File: src/rtl/irass_pkg.sv
// Package for the IR ambient-subtract scan sequencer.
// Holds field widths, phase codes and the scan control record; no dependencies.
package irass_pkg;

    localparam int READING_W            = 12;
    localparam int COUNT_W              = 31;
    localparam int PHASE_W              = 3;
    localparam int EMIT_W               = 4;
    localparam int NUM_SENSORS          = 4;
    localparam int READING_BITS_DEFAULT = 12;

    localparam logic [PHASE_W-1:0] PHASE_DARK        = 3'd0;
    localparam logic [PHASE_W-1:0] PHASE_SIDE_LEFT   = 3'd1;
    localparam logic [PHASE_W-1:0] PHASE_FRONT_LEFT  = 3'd2;
    localparam logic [PHASE_W-1:0] PHASE_FRONT_RIGHT = 3'd3;
    localparam logic [PHASE_W-1:0] PHASE_SIDE_RIGHT  = 3'd4;

    typedef struct packed {
        logic [PHASE_W-1:0] phase;
        logic [EMIT_W-1:0]  emitters;
        logic               host_lock;
    } scan_ctl_t;

endpackage

File: src/rtl/irass_step.sv
// Next-state logic for one scan tick: park, baseline capture, lit-minus-dark, publish.
// Depends on irass_pkg.
module irass_step
    import irass_pkg::*;
#(
    parameter int SAMPLE_W = READING_W
)
(
    input  logic                                   enable,
    input  logic                                   host,
    input  logic [NUM_SENSORS-1:0][SAMPLE_W-1:0]   rd,
    input  scan_ctl_t                              ctl,
    input  logic [NUM_SENSORS-1:0][SAMPLE_W-1:0]   baseline,
    input  logic [NUM_SENSORS-1:0][SAMPLE_W-1:0]   build,
    input  logic [NUM_SENSORS-1:0][SAMPLE_W-1:0]   published,
    input  logic [COUNT_W-1:0]                     count,
    output scan_ctl_t                              ctl_next,
    output logic [NUM_SENSORS-1:0][SAMPLE_W-1:0]   baseline_next,
    output logic [NUM_SENSORS-1:0][SAMPLE_W-1:0]   build_next,
    output logic [NUM_SENSORS-1:0][SAMPLE_W-1:0]   published_next,
    output logic [COUNT_W-1:0]                     count_next,
    output logic                                   publish
);

    logic [PHASE_W-1:0]  ph0;
    logic [EMIT_W-1:0]   em0;
    logic [1:0]          k;
    logic [2:0]          k_up;
    logic [SAMPLE_W-1:0] lit;
    logic [SAMPLE_W-1:0] dark;
    logic [SAMPLE_W-1:0] diff;
    logic                park_now;

    assign park_now = host && !ctl.host_lock && enable;
    assign ph0      = park_now ? PHASE_DARK : ctl.phase;
    assign em0      = park_now ? '0 : ctl.emitters;
    assign k        = 2'(ph0 - 3'd1);
    assign k_up     = {1'b0, k} + 3'd1;
    assign lit      = rd[k];
    assign dark     = baseline[k];
    assign diff     = (lit > dark) ? (lit - dark) : '0;

    always_comb
    begin
        ctl_next           = ctl;
        ctl_next.phase     = ph0;
        ctl_next.emitters  = em0;
        ctl_next.host_lock = host;
        baseline_next      = baseline;
        build_next         = build;
        published_next     = published;
        count_next         = count;
        publish            = 1'b0;
        if (enable && !host)
        begin
            if (ph0 == PHASE_DARK || ph0 > PHASE_SIDE_RIGHT)
            begin
                baseline_next     = rd;
                ctl_next.emitters = EMIT_W'(1);
                ctl_next.phase    = PHASE_SIDE_LEFT;
            end
            else
            begin
                build_next[k]     = diff;
                ctl_next.emitters = em0 & ~(EMIT_W'(1) << k);
                if (ph0 < PHASE_SIDE_RIGHT)
                begin
                    ctl_next.emitters = (em0 & ~(EMIT_W'(1) << k)) | (EMIT_W'(1) << k_up);
                    ctl_next.phase    = ph0 + 3'd1;
                end
                else
                begin
                    published_next    = build;
                    published_next[k] = diff;
                    count_next        = count + 1'b1;
                    publish           = 1'b1;
                    ctl_next.phase    = PHASE_DARK;
                end
            end
        end
    end

endmodule

File: src/rtl/ir_ambient_subtract_scan_sequencer_core.sv
// Top level of the IR ambient-subtract scan sequencer: input register, step logic, result register.
// Depends on irass_pkg and irass_step.
//
// Usage:
//   Input channel (in_valid/in_ready) carries one tick: host_owns_adc and four
//   averaged detector readings. Output channel (out_valid/out_ready) returns one
//   beat per tick: emitter drive, phase after the tick, publish flag, the latest
//   published differences and the completed-set count.
//   cfg_write_en/cfg_write_data write sampler_enable; every write parks the scan
//   (dark phase, emitters off). Write only while no beat is in flight.
//   Pipeline: a tick is held in the input register, and its result is written
//   to the result register once that register is empty or being read.
//   Throughput: one tick per cycle while the receiver takes beats; each tick
//   needs only a subtract, a compare and register updates in the step logic.
//   Reset clears the scan to the dark phase, emitters off, baselines, partial
//   and published sets and the count to zero, sampler disabled.
//   When the receiver stalls, the result register holds its beat and the input
//   register still takes one more tick; in_ready drops only when both are full.
module ir_ambient_subtract_scan_sequencer_core
    import irass_pkg::*;
#(
    parameter int READING_BITS = READING_BITS_DEFAULT
)
(
    input  logic                  clk,
    input  logic                  rst_n,
    input  logic                  cfg_write_en,
    input  logic                  cfg_write_data,
    input  logic                  in_valid,
    output logic                  in_ready,
    input  logic                  host_owns_adc,
    input  logic [READING_W-1:0]  reading_side_left,
    input  logic [READING_W-1:0]  reading_front_left,
    input  logic [READING_W-1:0]  reading_front_right,
    input  logic [READING_W-1:0]  reading_side_right,
    output logic                  out_valid,
    input  logic                  out_ready,
    output logic [EMIT_W-1:0]     emitters_on,
    output logic [PHASE_W-1:0]    scan_phase,
    output logic                  set_published,
    output logic [READING_W-1:0]  diff_side_left,
    output logic [READING_W-1:0]  diff_front_left,
    output logic [READING_W-1:0]  diff_front_right,
    output logic [READING_W-1:0]  diff_side_right,
    output logic [COUNT_W-1:0]    sets_completed
);

    localparam int SAMPLE_W = (READING_BITS < READING_W) ? READING_BITS : READING_W;

    typedef logic [NUM_SENSORS-1:0][SAMPLE_W-1:0] sample_set_t;

    logic          in_valid_reg;
    logic          in_host_reg;
    sample_set_t   in_rd_reg;
    logic          out_valid_reg;
    logic          advance;

    logic          enable_reg;
    scan_ctl_t     ctl_reg;
    scan_ctl_t     ctl_next;
    sample_set_t   baseline_reg;
    sample_set_t   baseline_next;
    sample_set_t   build_reg;
    sample_set_t   build_next;
    sample_set_t   published_reg;
    sample_set_t   published_next;
    logic [COUNT_W-1:0] count_reg;
    logic [COUNT_W-1:0] count_next;
    logic          publish_next;

    logic [EMIT_W-1:0]  emit_out_reg;
    logic [PHASE_W-1:0] phase_out_reg;
    logic               pub_out_reg;
    sample_set_t        diff_out_reg;
    logic [COUNT_W-1:0] count_out_reg;

    logic          step_fire;

    assign advance   = !out_valid_reg || out_ready;
    assign in_ready  = !in_valid_reg || advance;
    assign step_fire = in_valid_reg && advance;

    irass_step #(
        .SAMPLE_W (SAMPLE_W)
    ) u_step (
        .enable         (enable_reg),
        .host           (in_host_reg),
        .rd             (in_rd_reg),
        .ctl            (ctl_reg),
        .baseline       (baseline_reg),
        .build          (build_reg),
        .published      (published_reg),
        .count          (count_reg),
        .ctl_next       (ctl_next),
        .baseline_next  (baseline_next),
        .build_next     (build_next),
        .published_next (published_next),
        .count_next     (count_next),
        .publish        (publish_next)
    );

    always_ff @(posedge clk or negedge rst_n)
    begin
        if (!rst_n)
        begin
            in_valid_reg  <= 1'b0;
            out_valid_reg <= 1'b0;
        end
        else
        begin
            if (in_ready)
            begin
                in_valid_reg <= in_valid;
            end
            if (advance)
            begin
                out_valid_reg <= in_valid_reg;
            end
        end
    end

    always_ff @(posedge clk)
    begin
        if (in_valid && in_ready)
        begin
            in_host_reg  <= host_owns_adc;
            in_rd_reg[0] <= reading_side_left[SAMPLE_W-1:0];
            in_rd_reg[1] <= reading_front_left[SAMPLE_W-1:0];
            in_rd_reg[2] <= reading_front_right[SAMPLE_W-1:0];
            in_rd_reg[3] <= reading_side_right[SAMPLE_W-1:0];
        end
        if (step_fire)
        begin
            emit_out_reg  <= ctl_next.emitters;
            phase_out_reg <= ctl_next.phase;
            pub_out_reg   <= publish_next;
            diff_out_reg  <= published_next;
            count_out_reg <= count_next;
        end
    end

    always_ff @(posedge clk or negedge rst_n)
    begin
        if (!rst_n)
        begin
            enable_reg    <= 1'b0;
            ctl_reg       <= '0;
            baseline_reg  <= '0;
            build_reg     <= '0;
            published_reg <= '0;
            count_reg     <= '0;
        end
        else if (cfg_write_en)
        begin
            enable_reg       <= cfg_write_data;
            ctl_reg.phase    <= PHASE_DARK;
            ctl_reg.emitters <= '0;
        end
        else if (step_fire)
        begin
            ctl_reg       <= ctl_next;
            baseline_reg  <= baseline_next;
            build_reg     <= build_next;
            published_reg <= published_next;
            count_reg     <= count_next;
        end
    end

    assign out_valid        = out_valid_reg;
    assign emitters_on      = emit_out_reg;
    assign scan_phase       = phase_out_reg;
    assign set_published    = pub_out_reg;
    assign diff_side_left   = READING_W'(diff_out_reg[0]);
    assign diff_front_left  = READING_W'(diff_out_reg[1]);
    assign diff_front_right = READING_W'(diff_out_reg[2]);
    assign diff_side_right  = READING_W'(diff_out_reg[3]);
    assign sets_completed   = count_out_reg;

    a_one_emitter: assert property (@(posedge clk) disable iff (!rst_n)
        $onehot0(ctl_reg.emitters))
        else $error("more than one emitter lit");

    a_phase_matches_drive: assert property (@(posedge clk) disable iff (!rst_n)
        (ctl_reg.phase == PHASE_DARK) == (ctl_reg.emitters == '0))
        else $error("emitter drive disagrees with scan phase");

    a_publish_counts: assert property (@(posedge clk) disable iff (!rst_n)
        step_fire && publish_next && !cfg_write_en |=>
            count_reg == $past(count_reg) + 1'b1)
        else $error("published set not counted");

    a_publish_parks: assert property (@(posedge clk) disable iff (!rst_n)
        out_valid_reg && pub_out_reg |-> phase_out_reg == PHASE_DARK && emit_out_reg == '0)
        else $error("publish beat not in dark phase");

endmodule
File: config.mk
export PLATFORM = sky130hd
export DESIGN_NAME = ir_ambient_subtract_scan_sequencer_core
export DESIGN_NICKNAME = d
export VERILOG_FILES = /design/src/rtl/irass_pkg.sv /design/src/rtl/irass_step.sv /design/src/rtl/ir_ambient_subtract_scan_sequencer_core.sv
export SDC_FILE = /design/constraint.sdc
export NUM_CORES = 1
export LEC_CHECK = 0
export BUFFER_PORTS_ARGS = -buffer_cell sky130_fd_sc_hd__buf_2
export CAP_MARGIN = 5
export CORE_ASPECT_RATIO = 0.7
export CORE_MARGIN = 4
export CORE_UTILIZATION = 30
export DETAILED_ROUTE_END_ITERATION = 6
export PLACE_DENSITY_LB_ADDON = 0.12
export SETUP_SLACK_MARGIN = 0.1
export SLEW_MARGIN = 15
export SYNTH_ARGS = -nofsm -noshare
export SYNTH_HDL_FRONTEND = slang
export SYNTH_HIERARCHICAL = 1
export SYNTH_SLANG_ARGS = --single-unit
File: constraint.sdc
create_clock -name clk -period 5.8 [get_ports clk]
set_clock_uncertainty 0.1 [all_clocks]
set_input_delay 0 -clock clk [delete_from_list [all_inputs] [get_ports clk]]
set_output_delay 0 -clock clk [all_outputs]
set_load 0.005 [all_outputs]
==> metrics.cfg <==
[run_status]
status=complete, but fails checks
violations=hold timing

[clock_network]
clk_latency_ns=0.53
cts_sinks=322
cts-root-buf=clkbuf_16
cts_tree=yes
postCtsSetupBuffers=0
clk_pin_slew_ns=0.06
cts_inserted_buffers=37
h-tree-depth=2
clockBufferDepth=3

[worst_setup_path]
r2r_cells=15
cp.arrival_ns=5.20
crit_path_end_kind=flip-flop
crit_slowest_cell=mux4_2
critPathKind=flip-flop to flip-flop
crit_chain=nand2_1 -> or2_2 -> nand2_1 -> inv_1 -> ha_1 -> buf_12 -> mux4_2 -> ha_1 -> and4_1 -> a31o_2 -> o311ai_4 -> buf_4 -> nand3_1 -> o21ai_0 -> mux2_1
start_kind=flip-flop
cp_data_required_time_ns=6.11
critPathMaxStageDelay_ns=0.53
path_max_fanout=29

[timing]
setup_viol=0
worstMarginPinSlew_ns=0.928
final.setup.worst_slack_ns=0.916
fin_tns_setup_ns=0
min_period_over_period_pct=84.2
relSlewSlack_pct=38.0
rsz0062_at_grt=false
fin_crit_ns=4.88
fmax_mhz=205
finalMaxSlewViolations=0
whs_ns=-0.0115
hold_viol_final=2

[routing]
route.detailed.drc=0
vias=9858
wl_per_cell_um=19.4
drt_iter0_drc=591
vias_per_cell=4.83
first_pass_iters=5
ant_nets=0
wirelength_um=39600

[power]
clock_power_share_pct=33.7
p_comb_share_pct=25.5
peakVddDrop_uv=160
p_sw_share_pct=31.6
power_density_nw_per_um2=375
p_leak_nw=8.07
switchingPower_w=0.00218
sequentialPowerShare_pct=40.8
finalPower_w=0.00689
intPower_w=0.00472

[die]
ios=144
die_y_um=197
die_area_um2=54600
coreArea_um2=49800
start_util_pct=30.6
rows=68
die_x_um=278

[finish]
fill_cells=4819
area_growth_syn_to_layout_pct=20.5
final_nets=1421
drive_above_1_share_pct=24.7

[min_path]
hold_path.class=input port to asynchronous set/reset pin

[global_routing]
grt_pass1_vias=10200
overflow=0
grt_pass1_wl_um=62900
antenna_found_initial=1
grt_usage_pct=14.5
grt_start_max_net_pins=126

[placement]
dpl_worst_slack_ns=0.954
place.port_buffers=143
dp_hpwl_um=25600
gp_congestion=0.757

[yosys]
synth_top_cells_by_count=186 x dfrtp_1, 140 x mux2_1, 136 x edfxtp_1
ys_top_cells_by_area=dfrtp_1 31%, edfxtp_1 27%, mux2_1 10%
ys_types=61
seq_area_frac_synth_pct=57.3
yosys_warnings=6
yosys.area.top_type=dfrtp_1
synth_most_common_cell=dfrtp_1
ys_async_sr_fraction_pct=57.8
synth_area_per_cell_um2=13.2
synth-main-ff-cell=dfrtp_1
syn_inst=1158
synthesis.nets=1233
synth_enable_flop_cells=136
yosysTopAreaCellShare_pct=30.5
netlist_area_um2=15300
synth-seq-cells=322

[job]
cap_violations=0

[metal layers]
| layer | GRT usage (%) | share of wire [%] | vias up |
|---|---|---|---|
| li1 | - | - | 4682 |
| met1 | 21.5 | 51 | 4968 |
| met2 | 22.2 | 44 | 162 |
| met3 | 2.75 | 4.0 | 46 |
| met4 | 3.21 | 1.7 | 0 |
| met5 | 0 | 0 | - |
[power groups by stage]
| stage | Combinational [W] | Clock (W) | Sequential, W |
|---|---|---|---|
| floorplan | 0.00115 | 0 | 0.00279 |
| global placement | 0.00174 | 0 | 0.00286 |
| detailed placement | 0.00175 | 0 | 0.00286 |
| CTS | 0.00179 | 0.00241 | 0.00281 |
| global route | 0.00194 | 0.00252 | 0.00285 |
| finish | 0.00176 | 0.00232 | 0.00281 |
[layout make-up]
type / count / area, um^2 / area share (%)
clock buffers: 51 / 1070 / 5.83
multi-input cells: 742 / 6070 / 33.0
diodes: 1 / 2.50 / 0.0136
well taps: 665 / 832 / 4.53
repair buffers: 216 / 1440 / 7.83
clock inverters: 17 / 133 / 0.721
inverters: 27 / 101 / 0.551
flip-flops and latches: 322 / 8740 / 47.5
[worst max-delay path: cells and delay by family (launching register included)]
| family | cells | cell delay, ns |
|---|---|---|
| simple gates | 5 | 1.27 |
| mux | 2 | 0.86 |
| fa+ha+maj | 2 | 0.82 |
| compound gates | 3 | 0.78 |
| buf+inv | 3 | 0.51 |
| flops | 1 | 0.39 |
[path summary, 6_finish.rpt]
kind,slack (ns),startpoint,end
max in group asynchronous,4.31,rst_n,ctl_reg[6]
max reg2reg,0.92,enable_reg,published_reg[7]
min in group clk,0.08,reading_front_left[5],in_rd_reg[17]
max,0.92,enable_reg,published_reg[7]
min reg2reg,0.39,published_reg[27],published_reg[27]
min,-0.01,rst_n,baseline_reg[41]
[through the flow]
step / hold slack [ns] / cell area, um^2 / cells / utilization [%]
final: -0.0115 / 18400 / 2041 / 36.9
after global routing: 0.0659 / 18400 / 2040 / 36.9
after floorplan: -0.396 / 15300 / 1158 / -
after detailed placement: 0.0216 / 16600 / 1915 / 33.4
after CTS: 0.0215 / 18400 / 2040 / 36.9
after global placement: 0.0284 / 16600 / 1915 / 33.4
[cells by family after synthesis]
| logic type | count (synthesis) | synth area share, % |
|---|---|---|
| AND/OR/NAND/NOR | 227 | 7.65 |
| buffers and inverters | 94 | 3.01 |
| flip-flops | 322 | 57.3 |
| multiplexers | 250 | 20.2 |
| adder cells (fa/ha/maj) | 20 | 1.69 |
| AO/OA/AOI/OAI | 209 | 8.07 |
| XOR/XNOR | 36 | 2.07 |
[placed cells by master, fill, tap and decap left out, types with 3 or more instances in the layout]
cell           netlist  routed
a21o_1               5       5
a21oi_1             67      67
and3_1              57      57
and4_1               4       4
buf_2               12     142
buf_4               14      14
clkbuf_1            33       7
clkbuf_16            0      39
clkbuf_8             0       6
clkinv_1             0       8
clkinv_2             0       5
dfrtp_1            186     186
dlygate4sd3_1        0      57
edfxtp_1           136     136
ha_1                19      19
inv_1               26      26
mux2_1             140     140
mux2_2              85      85
mux4_2              24      24
nand2_1             89      88
nand2_2              4       5
nand2b_1             7       7
nand3_1             25      25
nand4_1              9       9
nor2_1              16      15
o211ai_1             3       3
o21a_1               3       3
o21ai_0             91      91
o21ai_1              4       4
o31ai_1             14      14
o41ai_1              4       4
xnor2_1             31      31
xor2_1               5       5
[what timing repair did]
item | in CTS | in global routing
hold endpoints to repair | 141 | 0
resized for setup | 0 | 0
hold buffers | 57 | 0
setup endpoints to repair | 0 | 0
(Power assumes the default switching activity.)
